<file path="src/hw/rtl/bcf_pkg.sv">
// ----------------------------------------------------------------------------
// bcf_pkg
// shared types and constants of the bezier curve flattener
// ----------------------------------------------------------------------------
package bcf_pkg;

   localparam int COORD_WIDTH_DEF = 32;
   localparam int MAX_STEPS_DEF   = 63;
   localparam int STEP_W          = 6;
   localparam int T_W             = 17;
   localparam int DIV_STEPS       = 17;

   localparam logic [STEP_W-1:0] STEP_RESET = 6'd8;
   localparam logic [T_W-1:0]    ONE_Q16    = 17'h10000;

   typedef enum logic [2:0] {
      ST_IDLE,
      ST_DIVIDE,
      ST_LOAD,
      ST_MUL,
      ST_ACC,
      ST_CAPTURE,
      ST_PUSH
   } state_type;

   typedef enum logic [1:0] {
      OUT_POINT,
      OUT_SINGLE,
      OUT_ERROR
   } out_kind_type;

   typedef struct packed {
      logic         store_pt;
      logic [1:0]   held_idx;
      logic         div_init;
      logic         div_step;
      logic         walk_init;
      logic         walk_next;
      logic         load_axis;
      logic         mul;
      logic         acc;
      logic         cap_axis;
      logic [1:0]   axis;
      logic [1:0]   k;
      logic         out_load;
      out_kind_type out_kind;
      logic         out_last;
   } cmd_type;

   typedef struct packed {
      logic walk_last;
   } stat_type;

endpackage

</file>
<file path="src/hw/rtl/bcf_datapath.sv">
// ----------------------------------------------------------------------------
// bcf_datapath
// point store, step divider, t walker, shared lerp unit and output register
// ----------------------------------------------------------------------------
module bcf_datapath #(
   parameter int COORD_WIDTH = bcf_pkg::COORD_WIDTH_DEF,
   parameter int MAX_STEPS   = bcf_pkg::MAX_STEPS_DEF
) (
   input  logic                         clock,
   input  logic                         reset,
   input  bcf_pkg::cmd_type             cmd,
   output bcf_pkg::stat_type            stat,
   input  logic                         csr_we,
   input  logic [bcf_pkg::STEP_W-1:0]   csr_wdata,
   input  logic [COORD_WIDTH-1:0]       in_x,
   input  logic [COORD_WIDTH-1:0]       in_y,
   input  logic [COORD_WIDTH-1:0]       in_z,
   output logic [COORD_WIDTH-1:0]       out_x,
   output logic [COORD_WIDTH-1:0]       out_y,
   output logic [COORD_WIDTH-1:0]       out_z,
   output logic                         out_last,
   output logic                         out_err
);
   import bcf_pkg::*;

   localparam int PW = COORD_WIDTH + T_W + 2;

   logic [STEP_W-1:0]      step_ff;
   logic [STEP_W-1:0]      step_eff;
   logic [COORD_WIDTH-1:0] sx_ff [4];
   logic [COORD_WIDTH-1:0] sy_ff [4];
   logic [COORD_WIDTH-1:0] sz_ff [4];
   logic [COORD_WIDTH-1:0] w_ff  [4];
   logic [COORD_WIDTH-1:0] res_ff [3];
   logic signed [PW-1:0]   prod_ff;
   logic signed [PW-1:0]   prod_in;
   logic signed [COORD_WIDTH:0] diff;
   logic [1:0]             kp;

   logic [T_W-1:0]         dvd_ff;
   logic [STEP_W-1:0]      rem_ff;
   logic [T_W-1:0]         base_ff;
   logic [STEP_W:0]        trial;
   logic                   trial_ge;

   logic [STEP_W-1:0]      i_ff;
   logic [T_W-1:0]         t_ff;
   logic [STEP_W-1:0]      r_ff;
   logic [STEP_W:0]        r_sum;
   logic                   r_ge;

   logic [COORD_WIDTH-1:0] ox_ff, oy_ff, oz_ff;
   logic                   olast_ff, oerr_ff;

   always_ff @(posedge clock) begin
      if (reset) begin
         step_ff <= STEP_RESET;
      end else if (csr_we) begin
         step_ff <= csr_wdata;
      end
   end

   always_comb begin
      if (step_ff == '0) begin
         step_eff = STEP_W'(1);
      end else if (step_ff > STEP_W'(MAX_STEPS)) begin
         step_eff = STEP_W'(MAX_STEPS);
      end else begin
         step_eff = step_ff;
      end
   end

   // restoring divider for 65536 / steps, msb first
   assign trial    = {rem_ff, dvd_ff[T_W-1]};
   assign trial_ge = trial >= {1'b0, step_eff};

   always_ff @(posedge clock) begin
      if (cmd.div_init) begin
         dvd_ff  <= ONE_Q16;
         rem_ff  <= '0;
         base_ff <= '0;
      end else if (cmd.div_step) begin
         dvd_ff  <= {dvd_ff[T_W-2:0], 1'b0};
         rem_ff  <= trial_ge ? STEP_W'(trial - {1'b0, step_eff}) : STEP_W'(trial);
         base_ff <= {base_ff[T_W-2:0], trial_ge};
      end
   end

   // t walker: t = floor(i*65536/steps) by quotient plus remainder
   assign r_sum = {1'b0, r_ff} + {1'b0, rem_ff};
   assign r_ge  = r_sum >= {1'b0, step_eff};

   always_ff @(posedge clock) begin
      if (cmd.walk_init) begin
         i_ff <= '0;
         t_ff <= '0;
         r_ff <= '0;
      end else if (cmd.walk_next) begin
         i_ff <= i_ff + STEP_W'(1);
         t_ff <= t_ff + base_ff + T_W'(r_ge);
         r_ff <= r_ge ? STEP_W'(r_sum - {1'b0, step_eff}) : STEP_W'(r_sum);
      end
   end

   assign stat.walk_last = (i_ff == step_eff);

   always_ff @(posedge clock) begin
      if (cmd.store_pt) begin
         sx_ff[cmd.held_idx] <= in_x;
         sy_ff[cmd.held_idx] <= in_y;
         sz_ff[cmd.held_idx] <= in_z;
      end
   end

   // lerp: a + floor((b - a) * t / 65536)
   assign kp      = cmd.k + 2'd1;
   assign diff    = $signed({w_ff[kp][COORD_WIDTH-1], w_ff[kp]})
                  - $signed({w_ff[cmd.k][COORD_WIDTH-1], w_ff[cmd.k]});
   assign prod_in = PW'(diff * $signed({1'b0, t_ff}));

   always_ff @(posedge clock) begin
      if (cmd.mul) begin
         prod_ff <= prod_in;
      end
   end

   always_ff @(posedge clock) begin
      if (cmd.load_axis) begin
         for (int j = 0; j < 4; j++) begin
            unique case (cmd.axis)
               2'd0:    w_ff[j] <= sx_ff[j];
               2'd1:    w_ff[j] <= sy_ff[j];
               default: w_ff[j] <= sz_ff[j];
            endcase
         end
      end else if (cmd.acc) begin
         w_ff[cmd.k] <= w_ff[cmd.k] + prod_ff[COORD_WIDTH+15:16];
      end
   end

   always_ff @(posedge clock) begin
      if (cmd.cap_axis) begin
         unique case (cmd.axis)
            2'd0:    res_ff[0] <= w_ff[0];
            2'd1:    res_ff[1] <= w_ff[0];
            default: res_ff[2] <= w_ff[0];
         endcase
      end
   end

   always_ff @(posedge clock) begin
      if (cmd.out_load) begin
         olast_ff <= cmd.out_last;
         unique case (cmd.out_kind)
            OUT_POINT: begin
               ox_ff   <= res_ff[0];
               oy_ff   <= res_ff[1];
               oz_ff   <= res_ff[2];
               oerr_ff <= 1'b0;
            end
            OUT_SINGLE: begin
               ox_ff   <= sx_ff[0];
               oy_ff   <= sy_ff[0];
               oz_ff   <= sz_ff[0];
               oerr_ff <= 1'b0;
            end
            default: begin
               ox_ff   <= '0;
               oy_ff   <= '0;
               oz_ff   <= '0;
               oerr_ff <= 1'b1;
            end
         endcase
      end
   end

   assign out_x    = ox_ff;
   assign out_y    = oy_ff;
   assign out_z    = oz_ff;
   assign out_last = olast_ff;
   assign out_err  = oerr_ff;

endmodule

</file>
<file path="src/hw/rtl/bcf_ctrl.sv">
// ----------------------------------------------------------------------------
// bcf_ctrl
// sequencer: point intake, divide, lerp schedule and output handshake
// ----------------------------------------------------------------------------
module bcf_ctrl (
   input  logic               clock,
   input  logic               reset,
   input  logic               req_tvalid,
   output logic               req_tready,
   input  logic               req_tlast,
   output logic               rsp_tvalid,
   input  logic               rsp_tready,
   output bcf_pkg::cmd_type   cmd,
   input  bcf_pkg::stat_type  stat
);
   import bcf_pkg::*;

   state_type    state_ff, state_in;
   out_kind_type kind_ff, kind_in;
   logic [2:0]   held_ff, held_in;
   logic [2:0]   n_ff, n_in;
   logic [4:0]   cnt_ff, cnt_in;
   logic [1:0]   axis_ff, axis_in;
   logic [1:0]   lvl_ff, lvl_in;
   logic [1:0]   k_ff, k_in;
   logic         valid_ff, valid_in;
   logic         out_free;
   logic [2:0]   held_sat;

   assign out_free = !valid_ff || rsp_tready;
   assign held_sat = (held_ff < 3'd5) ? held_ff + 3'd1 : held_ff;

   always_ff @(posedge clock) begin
      if (reset) begin
         state_ff <= ST_IDLE;
         held_ff  <= '0;
         valid_ff <= 1'b0;
         kind_ff  <= OUT_POINT;
         n_ff     <= '0;
         cnt_ff   <= '0;
         axis_ff  <= '0;
         lvl_ff   <= '0;
         k_ff     <= '0;
      end else begin
         state_ff <= state_in;
         held_ff  <= held_in;
         valid_ff <= valid_in;
         kind_ff  <= kind_in;
         n_ff     <= n_in;
         cnt_ff   <= cnt_in;
         axis_ff  <= axis_in;
         lvl_ff   <= lvl_in;
         k_ff     <= k_in;
      end
   end

   always_comb begin
      state_in   = state_ff;
      held_in    = held_ff;
      kind_in    = kind_ff;
      n_in       = n_ff;
      cnt_in     = cnt_ff;
      axis_in    = axis_ff;
      lvl_in     = lvl_ff;
      k_in       = k_ff;
      req_tready = 1'b0;
      cmd        = '0;
      cmd.axis   = axis_ff;
      cmd.k      = k_ff;
      cmd.held_idx = held_ff[1:0];
      cmd.out_kind = kind_ff;

      unique case (state_ff)
         ST_IDLE: begin
            req_tready = 1'b1;
            if (req_tvalid) begin
               cmd.store_pt = (held_ff < 3'd4);
               held_in      = held_sat;
               if (req_tlast) begin
                  held_in = '0;
                  n_in    = held_sat;
                  if (held_sat > 3'd4) begin
                     kind_in  = OUT_ERROR;
                     state_in = ST_PUSH;
                  end else if (held_sat == 3'd1) begin
                     kind_in  = OUT_SINGLE;
                     state_in = ST_PUSH;
                  end else begin
                     kind_in      = OUT_POINT;
                     cmd.div_init = 1'b1;
                     cnt_in       = '0;
                     state_in     = ST_DIVIDE;
                  end
               end
            end
         end
         ST_DIVIDE: begin
            cmd.div_step = 1'b1;
            cnt_in       = cnt_ff + 5'd1;
            if (cnt_ff == 5'(DIV_STEPS - 1)) begin
               axis_in  = '0;
               state_in = ST_LOAD;
            end
         end
         ST_LOAD: begin
            cmd.load_axis = 1'b1;
            if (cnt_ff == 5'(DIV_STEPS)) begin
               cmd.walk_init = 1'b1;
               cnt_in        = '0;
            end
            lvl_in   = 2'(n_ff - 3'd1);
            k_in     = '0;
            state_in = ST_MUL;
         end
         ST_MUL: begin
            cmd.mul  = 1'b1;
            state_in = ST_ACC;
         end
         ST_ACC: begin
            cmd.acc = 1'b1;
            if (k_ff + 2'd1 < lvl_ff) begin
               k_in     = k_ff + 2'd1;
               state_in = ST_MUL;
            end else if (lvl_ff > 2'd1) begin
               lvl_in   = lvl_ff - 2'd1;
               k_in     = '0;
               state_in = ST_MUL;
            end else begin
               state_in = ST_CAPTURE;
            end
         end
         ST_CAPTURE: begin
            cmd.cap_axis = 1'b1;
            if (axis_ff < 2'd2) begin
               axis_in  = axis_ff + 2'd1;
               state_in = ST_LOAD;
            end else begin
               state_in = ST_PUSH;
            end
         end
         ST_PUSH: begin
            cmd.out_last = (kind_ff == OUT_POINT) ? stat.walk_last : 1'b1;
            if (out_free) begin
               cmd.out_load = 1'b1;
               if (kind_ff == OUT_POINT && !stat.walk_last) begin
                  cmd.walk_next = 1'b1;
                  axis_in       = '0;
                  state_in      = ST_LOAD;
               end else begin
                  state_in = ST_IDLE;
               end
            end
         end
         default: state_in = ST_IDLE;
      endcase
   end

   assign valid_in   = cmd.out_load ? 1'b1 : (rsp_tready ? 1'b0 : valid_ff);
   assign rsp_tvalid = valid_ff;

`ifndef SYNTHESIS
   a_load_free: assert property (@(posedge clock) disable iff (reset)
      cmd.out_load |-> out_free)
      else $error("output word overwritten before taken");
   a_held_range: assert property (@(posedge clock) disable iff (reset)
      held_ff <= 3'd5)
      else $error("point count out of range");
   a_lerp_index: assert property (@(posedge clock) disable iff (reset)
      (state_ff == ST_MUL) |-> (k_ff < lvl_ff && {1'b0, lvl_ff} < n_ff))
      else $error("lerp index beyond curve order");
   a_last_idle: assert property (@(posedge clock) disable iff (reset)
      (cmd.out_load && cmd.out_last) |=> (state_ff == ST_IDLE))
      else $error("segment end did not return to idle");
`endif

endmodule

</file>
<file path="src/hw/rtl/bezier_curve_flattener.sv">
// ----------------------------------------------------------------------------
// bezier_curve_flattener
// de casteljau flattening of point, line, quadratic and cubic segments
// ----------------------------------------------------------------------------
// usage:
//   req_* carries control points, one word each, req_tlast on the last point
//   of a segment. one point passes through, two to four points give a line or
//   curve flattened into steps+1 points on rsp_*, rsp_tlast on the final one.
//   five or more points give a single zero word with the error flag in tuser.
//   csr_we/csr_wdata set the step count (reset 8, 0 acts as 1).
// sequence:
//   a non-final point is taken while idle. a closing point starts the step
//   division, then each emitted point takes, per axis, a load, a multiply
//   and an accumulate for each of 1, 3 or 6 lerps (line, quadratic or cubic)
//   and a capture on the shared lerp multiplier, then a push. the next
//   segment is taken after the last word is loaded into the output register.
// reset: step count back to 8, open segment dropped, output empty.
// stall: the output register holds its word; the next point is computed
//   meanwhile and waits until the register frees.
// ----------------------------------------------------------------------------
module bezier_curve_flattener #(
   parameter int COORD_WIDTH = bcf_pkg::COORD_WIDTH_DEF,
   parameter int MAX_STEPS   = bcf_pkg::MAX_STEPS_DEF,
   parameter int DATA_W      = ((3 * COORD_WIDTH + 7) / 8) * 8
) (
   input  logic                       clock,
   input  logic                       reset,
   // config
   input  logic                       csr_we,
   input  logic [bcf_pkg::STEP_W-1:0] csr_wdata,     // step_count
   // control points
   input  logic                       req_tvalid,
   output logic                       req_tready,
   input  logic [DATA_W-1:0]          req_tdata,     // x_coord, y_coord, z_coord
   input  logic                       req_tlast,     // segment_end
   // emitted points
   output logic                       rsp_tvalid,
   input  logic                       rsp_tready,
   output logic [DATA_W-1:0]          rsp_tdata,     // out_x, out_y, out_z
   output logic                       rsp_tlast,     // last_of_run
   output logic                       rsp_tuser      // too_many_points
);
   import bcf_pkg::*;

   cmd_type                cmd;
   stat_type               stat;
   logic [COORD_WIDTH-1:0] out_x, out_y, out_z;

   // sequencer
   bcf_ctrl u_ctrl (
      .clock      (clock),
      .reset      (reset),
      .req_tvalid (req_tvalid),
      .req_tready (req_tready),
      .req_tlast  (req_tlast),
      .rsp_tvalid (rsp_tvalid),
      .rsp_tready (rsp_tready),
      .cmd        (cmd),
      .stat       (stat)
   );

   // arithmetic and storage
   bcf_datapath #(
      .COORD_WIDTH (COORD_WIDTH),
      .MAX_STEPS   (MAX_STEPS)
   ) u_datapath (
      .clock     (clock),
      .reset     (reset),
      .cmd       (cmd),
      .stat      (stat),
      .csr_we    (csr_we),
      .csr_wdata (csr_wdata),
      .in_x      (req_tdata[COORD_WIDTH-1:0]),
      .in_y      (req_tdata[2*COORD_WIDTH-1:COORD_WIDTH]),
      .in_z      (req_tdata[3*COORD_WIDTH-1:2*COORD_WIDTH]),
      .out_x     (out_x),
      .out_y     (out_y),
      .out_z     (out_z),
      .out_last  (rsp_tlast),
      .out_err   (rsp_tuser)
   );

   // pack fields, zero fill to whole bytes
   assign rsp_tdata = DATA_W'({out_z, out_y, out_x});

endmodule
</file>
<file path="config.mk">
export PLATFORM = sky130hd
export DESIGN_NAME = bezier_curve_flattener
export DESIGN_NICKNAME = d
export VERILOG_FILES = /design/src/hw/rtl/bcf_pkg.sv /design/src/hw/rtl/bcf_datapath.sv /design/src/hw/rtl/bcf_ctrl.sv /design/src/hw/rtl/bezier_curve_flattener.sv
export SDC_FILE = /design/constraint.sdc
export NUM_CORES = 2
export LEC_CHECK = 0
export ABC_CLOCK_PERIOD_IN_PS = 12300
export BUFFER_PORTS_ARGS = -buffer_cell sky130_fd_sc_hd__buf_2
export CAP_MARGIN = 20
export CELL_PAD_IN_SITES_DETAIL_PLACEMENT = 0
export CELL_PAD_IN_SITES_GLOBAL_PLACEMENT = 1
export CORE_MARGIN = 2
export CORE_UTILIZATION = 23
export CTS_CLUSTER_DIAMETER = 100
export DETAILED_ROUTE_END_ITERATION = 10
export PLACE_DENSITY = 0.51
export SYNTH_ARGS = -nofsm -noshare
export SYNTH_HDL_FRONTEND = slang
export SYNTH_SLANG_ARGS = --single-unit
export TNS_END_PERCENT = 5
</file>
<file path="constraint.sdc">
create_clock -name clock -period 12.3 [get_ports clock]
set_input_delay 2.46 -clock clock [delete_from_list [all_inputs] [get_ports clock]]
set_output_delay 2.46 -clock clock [all_outputs]
set_load 0.01 [all_outputs]
</file>
After elaboration in Yosys (flattened, before gate mapping)
Memories as Yosys holds them, arrays and structs flattened. A register that Yosys moved wholly into a read port is not among the register bits.
Index checks and enable logic that the tools add are counted.
{ "classes": {"shift": 0, "n_reduce_logical": 24, "addsub": 14, "div_mod_pow": 0, "n_lt_le_gt_ge": 9, "n_bitwise": 8, "eq_ne": 24, "mul": 1, "n_mux": 102} }
{ "ops": {"columns": ["cell", "count"], "rows": [
  ["$mux 32", 11],
  ["$pmux 32 s2", 3],
  ["$reduce_or 32->1", 3],
  ["$mul 33x18->48", 1],
  ["$mux 1", 48],
  ["$mux 3", 11],
  ["$sub 32x32->33", 1],
  ["$add 32x32->32", 1],
  ["$mux 2", 15],
  ["$mux 5", 5],
  ["$mux 6", 4],
  ["$pmux 3 s7", 1],
  ["$add 17x1->17", 1],
  ["$add 17x17->17", 1],
  ["$pmux 5 s3", 1],
  ["$ge 7x6->1", 2],
  ["$ne 2x1->1 const B", 6],
  ["$sub 6x6->6", 2],
  ["$eq 5x5->1 const B", 2],
  ["$ne 2x2->1 const B", 5],
  ["$eq 3x3->1 const B", 3],
  ["$or 1x1->1", 8],
  ["$pmux 2 s2", 2],
  ["$add 6x6->7", 1],
  ["31 further kinds", 44]
]} }
{ "word_totals": {"word_cells": 209, "mem_bits_ro": 0, "in_bits": 108, "latchBits": 0, "memories": 5, "ramBits": 608, "reg_bits": 227} }
{ "mem_list": {"columns": ["name", "depth", "word_bits", "read_ports", "rd_clocked_by_memory_dff", "write_ports", "line_no", "source"], "rows": [
  ["u_datapath.sx_ff", 4, 32, 4, 0, 1, "bcf_datapath.sv:30", "logic [COORD_WIDTH-1:0] sx_ff [4];"],
  ["u_datapath.sy_ff", 4, 32, 4, 0, 1, "bcf_datapath.sv:31", "logic [COORD_WIDTH-1:0] sy_ff [4];"],
  ["u_datapath.sz_ff", 4, 32, 4, 0, 1, "bcf_datapath.sv:32", "logic [COORD_WIDTH-1:0] sz_ff [4];"],
  ["u_datapath.w_ff", 4, 32, 3, 1, 4, "bcf_datapath.sv:33", "logic [COORD_WIDTH-1:0] w_ff [4];"],
  ["u_datapath.res_ff", 3, 32, 3, 0, 1, "bcf_datapath.sv:34", "logic [COORD_WIDTH-1:0] res_ff [3];"]
]} }

Longest topological paths before layout
{ "depth": {"ltp_word": 9, "ltp_mapped": 42, "mapped_depth_nobuf": 38} }

By module
Synthesis repeated with hierarchy kept, for this count alone.
{ "unflattened": {"hier_cells": 4865, "area_unflattened_um2": 55360.6} }
{ "modules_own_cells": {"columns": ["mod", "area_each_um2", "seq_area_each_um2", "cells_each", "instances"], "rows": [
  ["bcf_datapath", 53970.5, 23342.4, 4683, 1],
  ["bcf_ctrl", 1390.1, 440.4, 182, 1]
]} }

Worst setup path before layout
No wires, ideal clock.
{ "synth_path": {"path_kind": "register -> register", "from": "register u_ctrl.k_ff[0]", "to": "register u_datapath.prod_ff[45] (data pin)", "n_path_buf": 5, "path_stages_with_launch": 41, "required_ns": 12.042, "synth_period_minus_slack_ns": 10.144, "arrival_time_ns": 9.887, "path_slack_ns": 2.156, "setup_ns": 0.258, "path_cell_list": "dfxtp_1 > clkbuf_1 > clkbuf_1 > inv_1 > ha_1 > clkbuf_1 > clkbuf_1 > mux4_2 > ha_1 > nor2b_1 > o31a_1 > o221a_2 > o211ai_2 > o31ai_2 > a311oi_4 > o21bai_1 > a21oi_2 > xnor2_2 > (+5 left out) > fa_1 > inv_1 > fa_1 > fa_1 > inv_1 > fa_1 > inv_1 > ha_1 > a21o_1 > a21o_1 > a21o_1 > a21oi_1 > o21ai_0 > nor2_1 > a21oi_1 > o41a_1 > a21oi_1 > xnor2_1"} }
{ "synth_between": {"elab_chain_len": 4} }
{ "synth_rtl": {"columns": ["element", "line_no", "source"], "rows": [
  ["start, declared", "bcf_ctrl.sv:25", "logic [1:0] k_ff, k_in;"],
  ["start signal, assigned", "bcf_ctrl.sv:53", "k_ff <= k_in;"],
  ["$add 2x1->2", "bcf_datapath.sv:116", "assign kp = cmd.k + 2'd1;"],
  ["$mem_v2 4x32", null, null],
  ["$sub 32x32->33", "bcf_datapath.sv:118", "- $signed({w_ff[cmd.k][COORD_WIDTH-1], w_ff[cmd.k]});"],
  ["$mul 33x18->48", "bcf_datapath.sv:119", "assign prod_in = PW'(diff * $signed({1'b0, t_ff}));"],
  ["net u_datapath.prod_in[45]", "bcf_datapath.sv:36", "logic signed [PW-1:0] prod_in;"],
  ["end signal, assigned", "bcf_datapath.sv:123", "prod_ff <= prod_in;"],
  ["end, declared", "bcf_datapath.sv:35", "logic signed [PW-1:0] prod_ff;"]
]} }
The timed path passes the listed nets, and every way through them passes these cells.
A chain may end at the register's enable or synchronous reset.

Worst setup path in the final report
{ "layout_path": {"from": "register u_ctrl.k_ff[1]", "to": "register u_datapath.prod_ff[46] (data pin)"} }
Same word-level chain as after synthesis.

==> metrics.txt <==
largest net degree at the start of global routing=105; fin. max-slew vios=0; Avg Cell Area, Syn=11.4 sq um; critical path class=register to register; most frequent cells in the layout=edfxtp_1, inv_1, nand2_1, fa_1, and2_1; Core Util, Final=26.3%; register area share after synthesis=a little over two fifths; I/O Pins=208; first-pass GRT wire length=247 mm; cell mode on critical path=fa_1; endpoint class of the critical path=register; Worst Max-Slew Pin Slew=roughly 1100 ps; Net count, final=5859; Synth top area share=39.9%; TritonCTS buffer count=82; Worst path slowest cell=xnor2_2; routed via count=approximately 36k; Post-Syn Area=55600 sq um; Worst R2R Path Depth=37; distinct cell type count of the synthesized netlist=83; Crit Path Max Fanout=18; first drt pass iteration count=5; clock root buffer=clkbuf_16; cell taking the most area after synthesis=edfxtp_1; CTS tree=yes; DP Worst Slack=1400 ps; Starting Density=23.1%; antenna violations before repair=17; row count=between 150 and 200; share of post-route cells with drive strength above 1=10.7%; synth top area cells=edfxtp_1, fa_1, ha_1, inv_1, mux2i_1; DRT iter0 DRCs=2015; DRC=0; core region area=241000 sq um; total gr overflow=0; Post-Route WL=163 mm; Slowest Stage Delay on Critical Path=slightly below 800 ps; Synth Instances=a little under 5k; EDFF count, synth=roughly 740; post-DP HPWL=120 mm; hold wc startpoint=u_datapath.r_ff[0]; Avg WL per Cell=a little under 20 microns; R2R Setup Slk=1400 ps; RD Place Congestion=0.818; Via density=around 4.3; Max Root-Sink Buffers=3; status=complete, no violations; reg2reg end=u_datapath.prod_ff[46]; Rel. slew slack=28.5%; Required @ worst endpoint=between 10000 and 15000 ps; Max-cap violations=0; clock transition at the registers of the reported paths=about 70 ps; H-Tree Depth=3; FFs w/ async S/R, synth=0%; # resized after CTS=0; Max Clk Rate=91.8 MHz; dominant synthesized flop cell=edfxtp_1; die width=496 microns; commonest non-fill, non-tap cell in the layout=edfxtp_1; Syn Nets=5717; Post-CTS Repair Setup Buffers=0; startpoint types=register; Worst-Skew Late Latency=690 ps; Hold Path Sink=u_datapath.r_ff[0]; RSZ-0062 raised after global routing=false; IO Port Bufs=207; gr usage total=13.3%; final setup vio count=0; minimum clock period=10900 ps; synth-to-layout area growth=13.6%; hold depth=2; chip height=496 microns; Setup TNS=0 ps; CTS Hold Bufs=0; hold crit path type=register to register; vias in the first global route=38.1k; R2R Path Start=u_ctrl.k_ff[1]; die area=246000 sq um; Worst EP arrival=11330 ps; Synth Register Bits=821; dpl cells=8108; Finished Layout Cells=8262; Final Hold Vio Count=0; final setup margin=1400 ps; clock skew=between 20 and 30 ps; Syn. warnings=0; fin crit share=88.6%; Final ANT Viol Nets=0; TritonCTS Sinks=821
cells by family (layout without fill, tap and decap cells):
logic type	Yosys count	count (layout)	synth area share [%]
other cells	0	7	0
xor+xnor	133	133	2.16
simple gates	1315	1315	11.0
buf+inv	888	1092	6.06
compound gates	665	665	7.32
flops	821	821	42.8
mux	301	301	6.86
fa+ha+maj	743	743	23.8
stage by stage:
step / hold WS (ps) / instance area [sq um]
floorplan: 436 / 55600
global placement: 449 / 60400
finish: 460 / 63200
global route: 476 / 63100
CTS: 469 / 63100
detailed placement: 460 / 60400
layer usage:
metal / vias up / wire [microns] / GRT usage [%]
met4: 2 / 2880 / 2.83
met2: 632 / 77200 / 22.2
met1: 18200 / 77300 / 18.4
met3: 140 / 5630 / 1.61
met5: - / 10 / 0
li1: 16500 / - / -
area by class of cell:
cell class / count / area (sq um)
multi-input cells: 3157 / 28500
repair buffers: 287 / 1660
clock inverters: 44 / 418
well taps: 3185 / 3990
diodes: 7 / 17.5
inverters: 659 / 2470
fillers: 25400 / 177000
flip-flops and latches: 821 / 23900
clock buffers: 102 / 2260
synth_stat cells, drive strengths merged, types with 40 or more instances:
cell / number
a21o: 80
mux2i: 237
xor2: 45
o21ai: 249
nand2: 592
edfxtp: 738
a211oi: 40
and2: 285
a21oi: 161
nor2: 240
ha: 222
nor2b: 48
inv: 659
xnor2: 87
dfxtp: 83
fa: 521
clkbuf: 190
mux4: 64
worst max-delay path, delay by kind of cell (launching register included):
family	cells	cell delay, ps
xor+xnor	2	890
compound gates	15	3570
mux	1	300
simple gates	3	660
buf+inv	6	360
flops	1	380
fa+ha+maj	10	4470
state kept, by name (all words and copies together) (netlist names), 32 cells and up, named ones only:
signal              flops
u_datapath.sy_ff      128
u_datapath.res_ff      96
u_datapath.sz_ff      128
u_datapath.sx_ff      128
u_datapath.w_ff       128
u_datapath.out_y       32
u_datapath.prod_ff     32
u_datapath.out_x       32
u_datapath.out_z       32
worst max path at each step:
stage / start / to
2_1_floorplan: u_ctrl.k_ff[0] / u_datapath.prod_ff[45]
3_3_place_gp: u_ctrl.k_ff[1] / u_datapath.prod_ff[45]
3_5_place_dp: u_ctrl.k_ff[1] / u_datapath.prod_ff[45]
4_1_cts: u_ctrl.k_ff[1] / u_datapath.prod_ff[45]
5_1_grt: u_ctrl.k_ff[1] / u_datapath.prod_ff[45]
6_report: u_ctrl.k_ff[1] / u_datapath.prod_ff[46]
Power is not shown: default switching activity piles up to over one toggle a cycle in this logic, so the estimate is an artifact.
